[src/rtl/core/bptm_pkg.sv]
package bptm_pkg;

    localparam int unsigned SCREEN_COLUMNS_DEFAULT  = 128;
    localparam int unsigned SCREEN_ROWS_DEFAULT     = 64;
    localparam int unsigned PALETTE_ENTRIES_DEFAULT = 256;

    localparam int unsigned QUEUE_DEPTH = 4;

    localparam logic OP_PALETTE = 1'b0;
    localparam logic OP_PIXEL   = 1'b1;

    localparam logic [1:0] DEPTH_MONO   = 2'd0;
    localparam logic [1:0] DEPTH_INDEX8 = 2'd1;
    localparam logic [1:0] DEPTH_BGR24  = 2'd2;

    localparam logic [2:0] REG_DEPTH     = 3'd0;
    localparam logic [2:0] REG_WIDTH     = 3'd1;
    localparam logic [2:0] REG_HEIGHT    = 3'd2;
    localparam logic [2:0] REG_BOTTOM_UP = 3'd3;
    localparam logic [2:0] REG_FLIP      = 3'd4;
    localparam logic [2:0] REG_THRESHOLD = 3'd5;

    localparam logic [1:0]  DEPTH_RESET     = DEPTH_MONO;
    localparam logic [11:0] WIDTH_RESET     = 12'd128;
    localparam logic [11:0] HEIGHT_RESET    = 12'd64;
    localparam logic        BOTTOM_UP_RESET = 1'b1;
    localparam logic        FLIP_RESET      = 1'b0;
    localparam logic [7:0]  THRESHOLD_RESET = 8'd128;

    typedef struct packed {
        logic [1:0]  depth;
        logic [11:0] width;
        logic [11:0] height;
        logic        bottom_up;
        logic        flip;
        logic [7:0]  threshold;
    } cfg_t;

    typedef struct packed {
        logic [7:0] lit;
        logic [7:0] mask;
        logic [6:0] base;
        logic [5:0] row;
    } job_t;

endpackage

[src/rtl/core/bptm_front.sv]
module bptm_front #(
    parameter int unsigned SCREEN_COLUMNS  = bptm_pkg::SCREEN_COLUMNS_DEFAULT,
    parameter int unsigned SCREEN_ROWS     = bptm_pkg::SCREEN_ROWS_DEFAULT,
    parameter int unsigned PALETTE_ENTRIES = bptm_pkg::PALETTE_ENTRIES_DEFAULT
) (
    input  logic             clk,
    input  logic             rst_n,
    input  bptm_pkg::cfg_t   cfg,
    input  logic             item_valid,
    output logic             item_ready,
    input  logic             operation,
    input  logic [7:0]       palette_index,
    input  logic [7:0]       red,
    input  logic [7:0]       green,
    input  logic [7:0]       blue,
    input  logic [7:0]       data_byte,
    output bptm_pkg::job_t   job,
    output logic             job_push,
    input  logic             queue_full
);
    import bptm_pkg::*;

    localparam int unsigned AW = (PALETTE_ENTRIES > 2) ? $clog2(PALETTE_ENTRIES) : 1;
    localparam logic [17:0] LUMA_R = 18'd299;
    localparam logic [17:0] LUMA_G = 18'd587;
    localparam logic [17:0] LUMA_B = 18'd114;
    localparam int unsigned LUMA_SHIFT = 28;
    localparam logic [36:0] LUMA_RECIP = 37'd268436;
    localparam logic [11:0] ROW_LIMIT = 12'(SCREEN_ROWS);
    localparam logic [16:0] COL_LIMIT = 17'(SCREEN_COLUMNS);
    localparam logic [8:0]  PAL_LIMIT = 9'(PALETTE_ENTRIES);

    typedef enum logic [1:0] {
        KIND_PALETTE = 2'd0,
        KIND_MONO    = 2'd1,
        KIND_INDEX   = 2'd2,
        KIND_COLOR   = 2'd3
    } kind_t;

    logic [13:0] pos_reg;
    logic [11:0] srow_reg;
    logic [15:0] held_reg;
    logic [1:0]  phase_reg;
    logic [11:0] col3_reg;

    logic        s0_valid_reg;
    kind_t       s0_kind_reg;
    logic [17:0] s0_sum_reg;
    logic [7:0]  s0_index_reg;
    logic [7:0]  s0_mask_reg;
    logic [6:0]  s0_base_reg;
    logic [5:0]  s0_row_reg;

    logic        s1_valid_reg;
    kind_t       s1_kind_reg;
    logic [7:0]  s1_luma_reg;
    logic [7:0]  s1_index_reg;
    logic [7:0]  s1_mask_reg;
    logic [6:0]  s1_base_reg;
    logic [5:0]  s1_row_reg;

    logic        s2_valid_reg;
    kind_t       s2_kind_reg;
    logic [7:0]  s2_luma_reg;
    logic [7:0]  s2_rd_reg;
    logic        s2_in_range_reg;
    logic [7:0]  s2_index_reg;
    logic [7:0]  s2_mask_reg;
    logic [6:0]  s2_base_reg;
    logic [5:0]  s2_row_reg;

    logic [7:0]  luma_mem [PALETTE_ENTRIES];
    logic [7:0]  luma0_reg;
    logic [7:0]  luma1_reg;

    logic        adv;
    logic        accept;
    logic        is_pixel;
    logic        is_color;
    logic [12:0] w_pad1;
    logic [12:0] w_pad8;
    logic [16:0] w24;
    logic [16:0] w_pad24;
    logic [14:0] row_size;
    logic [14:0] pos_inc;
    logic        row_end;
    logic [12:0] srow_inc;
    logic        srow_wrap;
    logic        row_in;
    logic [11:0] r_row;
    logic [11:0] d_row;
    logic        row_ok;
    logic [16:0] mono_base;
    logic [16:0] col_k;
    logic [7:0]  mono_mask;
    logic        idx_ok;
    logic        col3_ok;
    kind_t       kind;
    logic [7:0]  mask;
    logic [6:0]  base;
    logic [7:0]  r_op;
    logic [7:0]  g_op;
    logic [7:0]  b_op;
    logic [17:0] sum;
    logic [36:0] prod;
    logic        s1_in_range;
    logic [AW-1:0] s1_addr;
    logic        lit0;
    logic        lit1;
    logic [7:0]  idx_luma;
    logic        need;

    assign need       = s2_valid_reg && (s2_kind_reg != KIND_PALETTE) && (s2_mask_reg != 8'd0);
    assign adv        = !(need && queue_full);
    assign item_ready = adv;
    assign accept     = item_valid && item_ready;
    assign is_pixel   = (operation == OP_PIXEL);
    assign is_color   = (cfg.depth != DEPTH_MONO) && (cfg.depth != DEPTH_INDEX8);

    always_comb
    begin
        w_pad1  = {1'b0, cfg.width} + 13'd31;
        w_pad8  = {1'b0, cfg.width} + 13'd3;
        w24     = ({5'd0, cfg.width} << 4) + ({5'd0, cfg.width} << 3);
        w_pad24 = w24 + 17'd31;
        unique case (cfg.depth)
            DEPTH_MONO:   row_size = {5'd0, w_pad1[12:5], 2'b00};
            DEPTH_INDEX8: row_size = {2'd0, w_pad8[12:2], 2'b00};
            default:      row_size = {1'b0, w_pad24[16:5], 2'b00};
        endcase
    end

    assign pos_inc   = {1'b0, pos_reg} + 15'd1;
    assign row_end   = (pos_inc >= row_size);
    assign srow_inc  = {1'b0, srow_reg} + 13'd1;
    assign srow_wrap = (srow_inc >= {1'b0, cfg.height});

    always_comb
    begin
        row_in = (srow_reg < cfg.height);
        r_row  = cfg.bottom_up ? (cfg.height - 12'd1 - srow_reg) : srow_reg;
        d_row  = cfg.flip ? (cfg.height - 12'd1 - r_row) : r_row;
        row_ok = row_in && (r_row < ROW_LIMIT) && (d_row < ROW_LIMIT);
    end

    always_comb
    begin
        mono_base = {pos_reg, 3'b000};
        col_k     = mono_base;
        for (int k = 0; k < 8; k++)
        begin
            col_k        = mono_base + 17'(k);
            mono_mask[k] = (col_k < {5'd0, cfg.width}) && (col_k < COL_LIMIT);
        end
        idx_ok  = (pos_reg < {2'd0, cfg.width}) && ({3'd0, pos_reg} < COL_LIMIT);
        col3_ok = (col3_reg < cfg.width) && ({5'd0, col3_reg} < COL_LIMIT);
    end

    always_comb
    begin
        if (!is_pixel)
        begin
            kind = KIND_PALETTE;
            mask = 8'd0;
            base = pos_reg[6:0];
        end
        else
        begin
            unique case (cfg.depth)
                DEPTH_MONO:
                begin
                    kind = KIND_MONO;
                    mask = row_ok ? mono_mask : 8'd0;
                    base = {pos_reg[3:0], 3'b000};
                end
                DEPTH_INDEX8:
                begin
                    kind = KIND_INDEX;
                    mask = {7'd0, row_ok && idx_ok};
                    base = pos_reg[6:0];
                end
                default:
                begin
                    kind = KIND_COLOR;
                    mask = {7'd0, row_ok && (phase_reg == 2'd2) && col3_ok};
                    base = col3_reg[6:0];
                end
            endcase
        end
    end

    assign r_op = is_pixel ? data_byte : red;
    assign g_op = is_pixel ? held_reg[15:8] : green;
    assign b_op = is_pixel ? held_reg[7:0] : blue;
    assign sum  = 18'(r_op) * LUMA_R + 18'(g_op) * LUMA_G + 18'(b_op) * LUMA_B;

    always_ff @(posedge clk or negedge rst_n)
    begin
        if (!rst_n)
        begin
            pos_reg   <= '0;
            srow_reg  <= '0;
            held_reg  <= '0;
            phase_reg <= '0;
            col3_reg  <= '0;
        end
        else if (accept && is_pixel)
        begin
            if (is_color && (phase_reg == 2'd0))
                held_reg[7:0] <= data_byte;
            if (is_color && (phase_reg == 2'd1))
                held_reg[15:8] <= data_byte;
            if (row_end)
            begin
                pos_reg   <= '0;
                phase_reg <= '0;
                col3_reg  <= '0;
                srow_reg  <= srow_wrap ? 12'd0 : srow_inc[11:0];
            end
            else
            begin
                pos_reg <= pos_inc[13:0];
                if (phase_reg == 2'd2)
                begin
                    phase_reg <= 2'd0;
                    col3_reg  <= col3_reg + 12'd1;
                end
                else
                begin
                    phase_reg <= phase_reg + 2'd1;
                end
            end
        end
    end

    // advance the three stages together
    always_ff @(posedge clk or negedge rst_n)
    begin
        if (!rst_n)
        begin
            s0_valid_reg <= 1'b0;
            s1_valid_reg <= 1'b0;
            s2_valid_reg <= 1'b0;
        end
        else if (adv)
        begin
            s0_valid_reg <= accept;
            s1_valid_reg <= s0_valid_reg;
            s2_valid_reg <= s1_valid_reg;
        end
    end

    assign prod        = 37'(s0_sum_reg) * LUMA_RECIP;
    assign s1_in_range = ({1'b0, s1_index_reg} < PAL_LIMIT);
    assign s1_addr     = s1_index_reg[AW-1:0];

    always_ff @(posedge clk)
    begin
        if (adv)
        begin
            s0_kind_reg  <= kind;
            s0_sum_reg   <= sum;
            s0_index_reg <= is_pixel ? data_byte : palette_index;
            s0_mask_reg  <= mask;
            s0_base_reg  <= base;
            s0_row_reg   <= d_row[5:0];

            s1_kind_reg  <= s0_kind_reg;
            s1_luma_reg  <= prod[LUMA_SHIFT+7:LUMA_SHIFT];
            s1_index_reg <= s0_index_reg;
            s1_mask_reg  <= s0_mask_reg;
            s1_base_reg  <= s0_base_reg;
            s1_row_reg   <= s0_row_reg;

            s2_kind_reg     <= s1_kind_reg;
            s2_luma_reg     <= s1_luma_reg;
            s2_in_range_reg <= s1_in_range;
            s2_index_reg    <= s1_index_reg;
            s2_mask_reg     <= s1_mask_reg;
            s2_base_reg     <= s1_base_reg;
            s2_row_reg      <= s1_row_reg;
        end
    end

    always_ff @(posedge clk)
    begin
        if (adv && s1_valid_reg)
        begin
            if ((s1_kind_reg == KIND_PALETTE) && s1_in_range)
                luma_mem[s1_addr] <= s1_luma_reg;
            if (s1_kind_reg == KIND_INDEX)
                s2_rd_reg <= luma_mem[s1_addr];
        end
    end

    always_ff @(posedge clk)
    begin
        if (adv && s1_valid_reg && (s1_kind_reg == KIND_PALETTE))
        begin
            if (s1_index_reg == 8'd0)
                luma0_reg <= s1_luma_reg;
            if (s1_index_reg == 8'd1)
                luma1_reg <= s1_luma_reg;
        end
    end

    assign lit0     = (luma0_reg > cfg.threshold);
    assign lit1     = (luma1_reg > cfg.threshold);
    assign idx_luma = s2_in_range_reg ? s2_rd_reg : 8'd0;

    always_comb
    begin
        job.mask = s2_mask_reg;
        job.base = s2_base_reg;
        job.row  = s2_row_reg;
        job.lit  = 8'd0;
        unique case (s2_kind_reg)
            KIND_MONO:
            begin
                for (int k = 0; k < 8; k++)
                    job.lit[k] = s2_index_reg[7-k] ? lit1 : lit0;
            end
            KIND_INDEX: job.lit = {7'd0, idx_luma > cfg.threshold};
            KIND_COLOR: job.lit = {7'd0, s2_luma_reg > cfg.threshold};
            default:    job.lit = 8'd0;
        endcase
    end

    assign job_push = need && !queue_full;

endmodule

[src/rtl/core/bptm_queue.sv]
module bptm_queue (
    input  logic            clk,
    input  logic            rst_n,
    input  logic            push,
    input  bptm_pkg::job_t  push_job,
    output logic            full,
    output logic            head_valid,
    output bptm_pkg::job_t  head_job,
    input  logic            pop
);
    import bptm_pkg::*;

    localparam int unsigned PW = (QUEUE_DEPTH > 2) ? $clog2(QUEUE_DEPTH) : 1;
    localparam logic [PW:0] COUNT_FULL = (PW+1)'(QUEUE_DEPTH);
    localparam logic [PW-1:0] PTR_LAST = PW'(QUEUE_DEPTH - 1);

    job_t          entry_reg [QUEUE_DEPTH];
    logic [PW-1:0] wr_ptr_reg;
    logic [PW-1:0] rd_ptr_reg;
    logic [PW:0]   count_reg;
    logic          do_pop;

    assign full       = (count_reg == COUNT_FULL);
    assign head_valid = (count_reg != '0);
    assign head_job   = entry_reg[rd_ptr_reg];
    assign do_pop     = pop && head_valid;

    always_ff @(posedge clk)
    begin
        if (push)
            entry_reg[wr_ptr_reg] <= push_job;
    end

    always_ff @(posedge clk or negedge rst_n)
    begin
        if (!rst_n)
        begin
            wr_ptr_reg <= '0;
            rd_ptr_reg <= '0;
            count_reg  <= '0;
        end
        else
        begin
            if (push)
                wr_ptr_reg <= (wr_ptr_reg == PTR_LAST) ? '0 : wr_ptr_reg + 1'b1;
            if (do_pop)
                rd_ptr_reg <= (rd_ptr_reg == PTR_LAST) ? '0 : rd_ptr_reg + 1'b1;
            if (push && !do_pop)
                count_reg <= count_reg + 1'b1;
            else if (do_pop && !push)
                count_reg <= count_reg - 1'b1;
        end
    end

endmodule

[src/rtl/core/bptm_back.sv]
module bptm_back (
    input  logic            clk,
    input  logic            rst_n,
    input  logic            head_valid,
    input  bptm_pkg::job_t  head_job,
    output logic            pop,
    output logic            pixel_valid,
    input  logic            pixel_ready,
    output logic [6:0]      pixel_x,
    output logic [5:0]      pixel_y,
    output logic            lit,
    output logic            last
);
    import bptm_pkg::*;

    logic       started_reg;
    logic [7:0] rem_reg;
    logic       out_valid_reg;
    logic [6:0] out_x_reg;
    logic [5:0] out_y_reg;
    logic       out_lit_reg;
    logic       out_last_reg;

    logic [7:0] eff;
    logic [2:0] sel;
    logic [7:0] rest;
    logic       can_load;
    logic       emit;

    assign eff      = started_reg ? rem_reg : head_job.mask;
    assign can_load = !out_valid_reg || pixel_ready;
    assign emit     = head_valid && can_load;

    always_comb
    begin
        sel = 3'd0;
        for (int k = 7; k >= 0; k--)
        begin
            if (eff[k])
                sel = 3'(k);
        end
        rest      = eff;
        rest[sel] = 1'b0;
    end

    assign pop = emit && (rest == 8'd0);

    always_ff @(posedge clk or negedge rst_n)
    begin
        if (!rst_n)
        begin
            started_reg   <= 1'b0;
            out_valid_reg <= 1'b0;
        end
        else if (emit)
        begin
            out_valid_reg <= 1'b1;
            started_reg   <= (rest != 8'd0);
        end
        else if (pixel_ready)
        begin
            out_valid_reg <= 1'b0;
        end
    end

    always_ff @(posedge clk)
    begin
        if (emit)
        begin
            rem_reg      <= rest;
            out_x_reg    <= head_job.base + 7'(sel);
            out_y_reg    <= head_job.row;
            out_lit_reg  <= head_job.lit[sel];
            out_last_reg <= (rest == 8'd0);
        end
    end

    assign pixel_valid = out_valid_reg;
    assign pixel_x     = out_x_reg;
    assign pixel_y     = out_y_reg;
    assign lit         = out_lit_reg;
    assign last        = out_last_reg;

endmodule

[src/rtl/core/bmp_pixel_to_mono_threshold.sv]
// channel  handshake              word
// item     item_valid/item_ready  operation, palette_index, red, green, blue, data_byte
// pixel    pixel_valid/pixel_ready pixel_x, pixel_y, lit, last
// cfg      cfg_valid/cfg_ready    cfg_index, cfg_data
//
// One item word per cycle enters unless the front stalls; a 1 bpp byte gives up to eight
// pixel words, sent one per cycle while pixel_ready is high, and new bytes enter while the
// queue has room. Pixels pass three front stages, the queue and an output register.
// The front stalls only when the four-entry job queue is full; cfg is always ready.
// rst_n clears the stream position, pipeline and queue; the luma table holds no reset.
module bmp_pixel_to_mono_threshold #(
    parameter int unsigned SCREEN_COLUMNS  = bptm_pkg::SCREEN_COLUMNS_DEFAULT,
    parameter int unsigned SCREEN_ROWS     = bptm_pkg::SCREEN_ROWS_DEFAULT,
    parameter int unsigned PALETTE_ENTRIES = bptm_pkg::PALETTE_ENTRIES_DEFAULT
) (
    input  logic        clk,
    input  logic        rst_n,
    input  logic        cfg_valid,
    output logic        cfg_ready,
    input  logic [2:0]  cfg_index,
    input  logic [11:0] cfg_data,
    input  logic        item_valid,
    output logic        item_ready,
    input  logic        operation,
    input  logic [7:0]  palette_index,
    input  logic [7:0]  red,
    input  logic [7:0]  green,
    input  logic [7:0]  blue,
    input  logic [7:0]  data_byte,
    output logic        pixel_valid,
    input  logic        pixel_ready,
    output logic [6:0]  pixel_x,
    output logic [5:0]  pixel_y,
    output logic        lit,
    output logic        last
);
    import bptm_pkg::*;

    cfg_t cfg_reg;
    job_t push_job;
    job_t head_job;
    logic job_push;
    logic queue_full;
    logic head_valid;
    logic pop;

    assign cfg_ready = 1'b1;

    always_ff @(posedge clk or negedge rst_n)
    begin
        if (!rst_n)
        begin
            cfg_reg.depth     <= DEPTH_RESET;
            cfg_reg.width     <= WIDTH_RESET;
            cfg_reg.height    <= HEIGHT_RESET;
            cfg_reg.bottom_up <= BOTTOM_UP_RESET;
            cfg_reg.flip      <= FLIP_RESET;
            cfg_reg.threshold <= THRESHOLD_RESET;
        end
        else if (cfg_valid && cfg_ready)
        begin
            unique case (cfg_index)
                REG_DEPTH:     cfg_reg.depth     <= cfg_data[1:0];
                REG_WIDTH:     cfg_reg.width     <= cfg_data;
                REG_HEIGHT:    cfg_reg.height    <= cfg_data;
                REG_BOTTOM_UP: cfg_reg.bottom_up <= cfg_data[0];
                REG_FLIP:      cfg_reg.flip      <= cfg_data[0];
                REG_THRESHOLD: cfg_reg.threshold <= cfg_data[7:0];
                default:       ;
            endcase
        end
    end

    bptm_front #(
        .SCREEN_COLUMNS  (SCREEN_COLUMNS),
        .SCREEN_ROWS     (SCREEN_ROWS),
        .PALETTE_ENTRIES (PALETTE_ENTRIES)
    ) u_front (
        .clk           (clk),
        .rst_n         (rst_n),
        .cfg           (cfg_reg),
        .item_valid    (item_valid),
        .item_ready    (item_ready),
        .operation     (operation),
        .palette_index (palette_index),
        .red           (red),
        .green         (green),
        .blue          (blue),
        .data_byte     (data_byte),
        .job           (push_job),
        .job_push      (job_push),
        .queue_full    (queue_full)
    );

    bptm_queue u_queue (
        .clk        (clk),
        .rst_n      (rst_n),
        .push       (job_push),
        .push_job   (push_job),
        .full       (queue_full),
        .head_valid (head_valid),
        .head_job   (head_job),
        .pop        (pop)
    );

    bptm_back u_back (
        .clk         (clk),
        .rst_n       (rst_n),
        .head_valid  (head_valid),
        .head_job    (head_job),
        .pop         (pop),
        .pixel_valid (pixel_valid),
        .pixel_ready (pixel_ready),
        .pixel_x     (pixel_x),
        .pixel_y     (pixel_y),
        .lit         (lit),
        .last        (last)
    );

endmodule

[config.mk]
export PLATFORM = sky130hd
export DESIGN_NAME = bmp_pixel_to_mono_threshold
export DESIGN_NICKNAME = d
export VERILOG_FILES = /design/src/rtl/core/bptm_pkg.sv /design/src/rtl/core/bptm_front.sv /design/src/rtl/core/bptm_queue.sv /design/src/rtl/core/bptm_back.sv /design/src/rtl/core/bmp_pixel_to_mono_threshold.sv
export SDC_FILE = /design/constraint.sdc
export NUM_CORES = 2
export LEC_CHECK = 0
export ABC_AREA = 1
export BUFFER_PORTS_ARGS = -buffer_cell sky130_fd_sc_hd__buf_2
export CORE_ASPECT_RATIO = 1.4
export CORE_MARGIN = 2
export CORE_UTILIZATION = 45
export CTS_BUF_LIST = sky130_fd_sc_hd__clkbuf_16
export CTS_CLUSTER_DIAMETER = 120
export CTS_CLUSTER_SIZE = 25
export DETAILED_ROUTE_END_ITERATION = 12
export PLACE_DENSITY = 0.68
export SLEW_MARGIN = 30
export SYNTH_ARGS = -nofsm -noshare
export SYNTH_HDL_FRONTEND = slang
export SYNTH_SLANG_ARGS = --single-unit
[constraint.sdc]
create_clock -name clk -period 8 [get_ports clk]
set_input_delay 1.6 -clock clk [delete_from_list [all_inputs] [get_ports clk]]
set_output_delay 1.6 -clock clk [all_outputs]
set_load 0.02 [all_outputs]
==> flow_summary_export.csv <==
group,metric,value,unit
clock_tree,cts-root-buf,"clkbuf_16",
global_routing,grt_use_total,0.225,
cells_and_area,final_nets,8278,
cells_and_area,drive_gt1_frac,0.0577,
critical_path,crit_arrival,7730,ps
synth,syn_area,0.105,mm^2
global_routing,grt_pass1_wl,403000,um
drt,wl,273000,um
cells_and_area,largest_register_ffs,2034,
synth,avgSynthCellArea,13.5,um^2
drt,vias_per_cell,5.94,
timing,min_period,7190,ps
synth,ys_ff_latch,2426,
drt,dr.pass1.iters,7,
worst_hold_path,hp-class,"reg -> reg",
power_and_ir_drop,p_total,45.6,mW
cells_and_area,area_growth,6.83,%
synth,syn_nets,8332,
clock_tree,clk_path_buf_depth,3,
synth,synth_cells,7739,
global_routing,grt_use_met1,0.278,
placement,placed_cell_area,0.109,mm^2
placement,place.gp.congestion,0.907,
global_routing,overflow,0,
synth,ys_seq_area_frac,0.690,
timing,fmax,139,MHz
critical_path,r2r_end,"u_front.s0_sum_reg[16]$_DFFE_PN_",
run,cap_violations,0,
synth,synth.area.top_cells,"edfxtp_1 (67%), a22oi_1 (7.4%), ha_1 (4.9%)",
clock_tree,post_cts_buffers,0,
synth,ys_warn_count,0,
synth,synth_flop_cell,"edfxtp_1",
clock_tree,cts_resized,0,
floorplan,die-area,0.237,mm^2
timing,rsz0062_at_grt,"no",
placement,place_ws,43.4,ps
critical_path,cp_common_cell,"fa_1",
drt,remaining_drc_errors,0,
critical_path,slowest_delay,510,ps
clock_tree,cts-htree-levels,3,
timing,hold_viol_final,0,
critical_path,r2r-start,"u_front.held_reg[1]$_DFFE_PN0P_",
timing,setup_ws,806,ps
timing,timing.final.crit_share,0.899,
drt,ant_nets,0,
synth,yosysTopAreaCell,"edfxtp_1",
drt,drt_first_iter_violations,7258,
global_routing,use_met2,0.386,
critical_path,cp-endpoint,"u_front.s0_sum_reg[16]$_DFFE_PN_",
timing,drv_slew,0,
timing,finClkSkew,34.0,ps
run_status,outcome,"completed",
drt,vias,63965,
clock_tree,hold_buffers,0,
placement,place_hpwl,171000,um
synth,synth_top_area_share,0.665,
floorplan,io_pins,79,
synth,synth.most_common_cell,"edfxtp_1",
synth,yosys.cell_types.count,73,
power_and_ir_drop,cellPowerDensity,407,mW/mm^2
critical_path,cp_slowest_cell,"fa_1",
drt,wire_per_inst,25.3,um
global_routing,antenna_found_initial,5,
cells_and_area,design_area,0.112,mm^2
placement,io_buffers,77,
synth,synthTopCellsByCount,"edfxtp_1 (2322), nand2_1 (1069), a22oi_1 (1033), inv_1 (544), nor2_1 (482)",
floorplan,num_rows,209,
timing,worst_slew_pin_slew,1120,ps
clock_tree,tritoncts,"built",
synth,synth_edf_count,2322,
power_and_ir_drop,power.leakage,39.5,nW
global_routing,grt_max_degree,198,
global_routing,grt_pass1_vias,63081,
timing,setup_viol,0,
critical_path,crit_path_start,"operation",
critical_path,r2r_slack,1450,ps
clock_tree,cts_sinks,2426,
floorplan,die_h,575,um
critical_path,rr_worst_depth,27,
critical_path,critPathLaunchType,"input port",
clock_tree,insertion_delay,770,ps
floorplan,coreArea,0.231,mm^2
clock_tree,path_clk_slew,100,ps
critical_path,crit_type,"in -> reg",
floorplan,start_util,0.453,
synth,async_flop_share,0.0429,
clock_tree,cts_made_buffers,107,
timing,slew_headroom,0.250,
floorplan,die_x,412,um
critical_path,cp_max_fo,13,
critical_path,cp.required,8530,ps
critical_path,setup.worst_path.end_class,"register",
global_routing,use_met3,0.0274,
power_and_ir_drop,ir_drop,835,uV
global_routing,top_usage_layer,"met2",
==> layer usage <==
layer | wire (um) | share of wire
met5 | 40 | 0.00015
met4 | 16300 | 0.060
met3 | 19900 | 0.073
met2 | 137000 | 0.50
met1 | 99800 | 0.37
==> report_power, final <==
part	switching [mW]	leakage [nW]	internal (mW)
Combinational	14.0	15.4	8.24
Clock	3.72	1.52	2.55
Sequential	0.484	22.6	16.6
Total	18.2	39.5	27.4
==> worst max-delay path, delay by kind of cell <==
family | cells | cell delay, ps
compound gates | 4 | 670
xor+xnor | 2 | 310
fa+ha+maj | 10 | 3900
buf+inv | 7 | 580
simple gates | 6 | 630
==> cell families (layout without fill, tap and decap cells) <==
logic type | count (synthesis) | after routing | share of synthesized area
flops | 2426 | 2426 | 0.690
simple gates | 1903 | 1903 | 0.0762
compound gates | 1867 | 1867 | 0.119
buf+inv | 922 | 896 | 0.0346
fa+ha+maj | 532 | 532 | 0.0723
xor+xnor | 87 | 87 | 0.00727
other cells | 2 | 4 | 0.0000717
==> cells in the final DEF (no fill, tap or decap), types with 9 or more instances in the layout <==
cell       netlist  routed
a21boi_0        38      38
or2_2           22      22
o31ai_1         28      23
nand3_1        101     101
nor4_1          38      29
nand4_1         79      79
xor2_1          68      68
a31oi_1         14      13
a22oi_1       1033    1033
o211ai_1        17      17
dfrtp_1        100      99
nand2_2         12      16
o21bai_1        10      10
a21oi_1        388     388
ha_1           410     410
buf_2           76      76
nor3_2           1      11
buf_4            6     100
a21o_1          16      16
o21ai_1         20      20
nor2_4           5       9
xnor2_1         19      19
edfxtp_1      2322    2322
inv_1          544     561
nor3_1          61      50
nand2_1       1069    1063
fa_1           122     122
clkbuf_16        0     110
nor2_1         482     474
buf_12           0      17
o22ai_1         42      42
o21ai_0        203     203
==> through the flow <==
stage,util,std cells,hold WS [ps],TNS [ps]
finish,0.484,10774,425,0
global route,0.484,10773,426,0
floorplan,-,7739,400,0
global placement,0.470,10632,400,-19.8
detailed placement,0.471,10633,405,0
CTS,0.483,10770,420,0
==> how the worst min path moves through the flow <==
stage | slack (ps) | endpoint | cells after the start | start
2_1_floorplan | 400 | u_front.s1_addr[0]$_DFFE_PN_ | 0 | u_front.s0_index_reg[0]$_DFFE_PN_
3_5_place_dp | 400 | u_front.s1_mask_reg[7]$_DFFE_PN_ | 0 | u_front.s0_mask_reg[7]$_SDFFCE_PN0N_
3_3_place_gp | 400 | u_front.s1_base_reg[6]$_DFFE_PN_ | 0 | u_front.s0_base_reg[6]$_DFFE_PN_
4_1_cts | 420 | u_front.s1_mask_reg[7]$_DFFE_PN_ | 0 | u_front.s0_mask_reg[7]$_SDFFCE_PN0N_
6_report | 430 | u_front.s1_addr[7]$_DFFE_PN_ | 0 | u_front.s0_index_reg[7]$_DFFE_PN_
5_1_grt | 430 | u_front.s1_mask_reg[7]$_DFFE_PN_ | 0 | u_front.s0_mask_reg[7]$_SDFFCE_PN0N_
==> cell type report <==
cell class,count,area (um^2)
Tap cell,3059,3830
Clock inverter,27,205
Antenna cell,2,5.00
Clock buffer,110,2750
Inverter,556,2110
Multi-Input combinational cell,4391,29100
Sequential cell,2426,72300
Fill cell,19687,119000
Timing Repair Buffer,203,1620
Note: power is estimated with default switching activity, not from simulation.
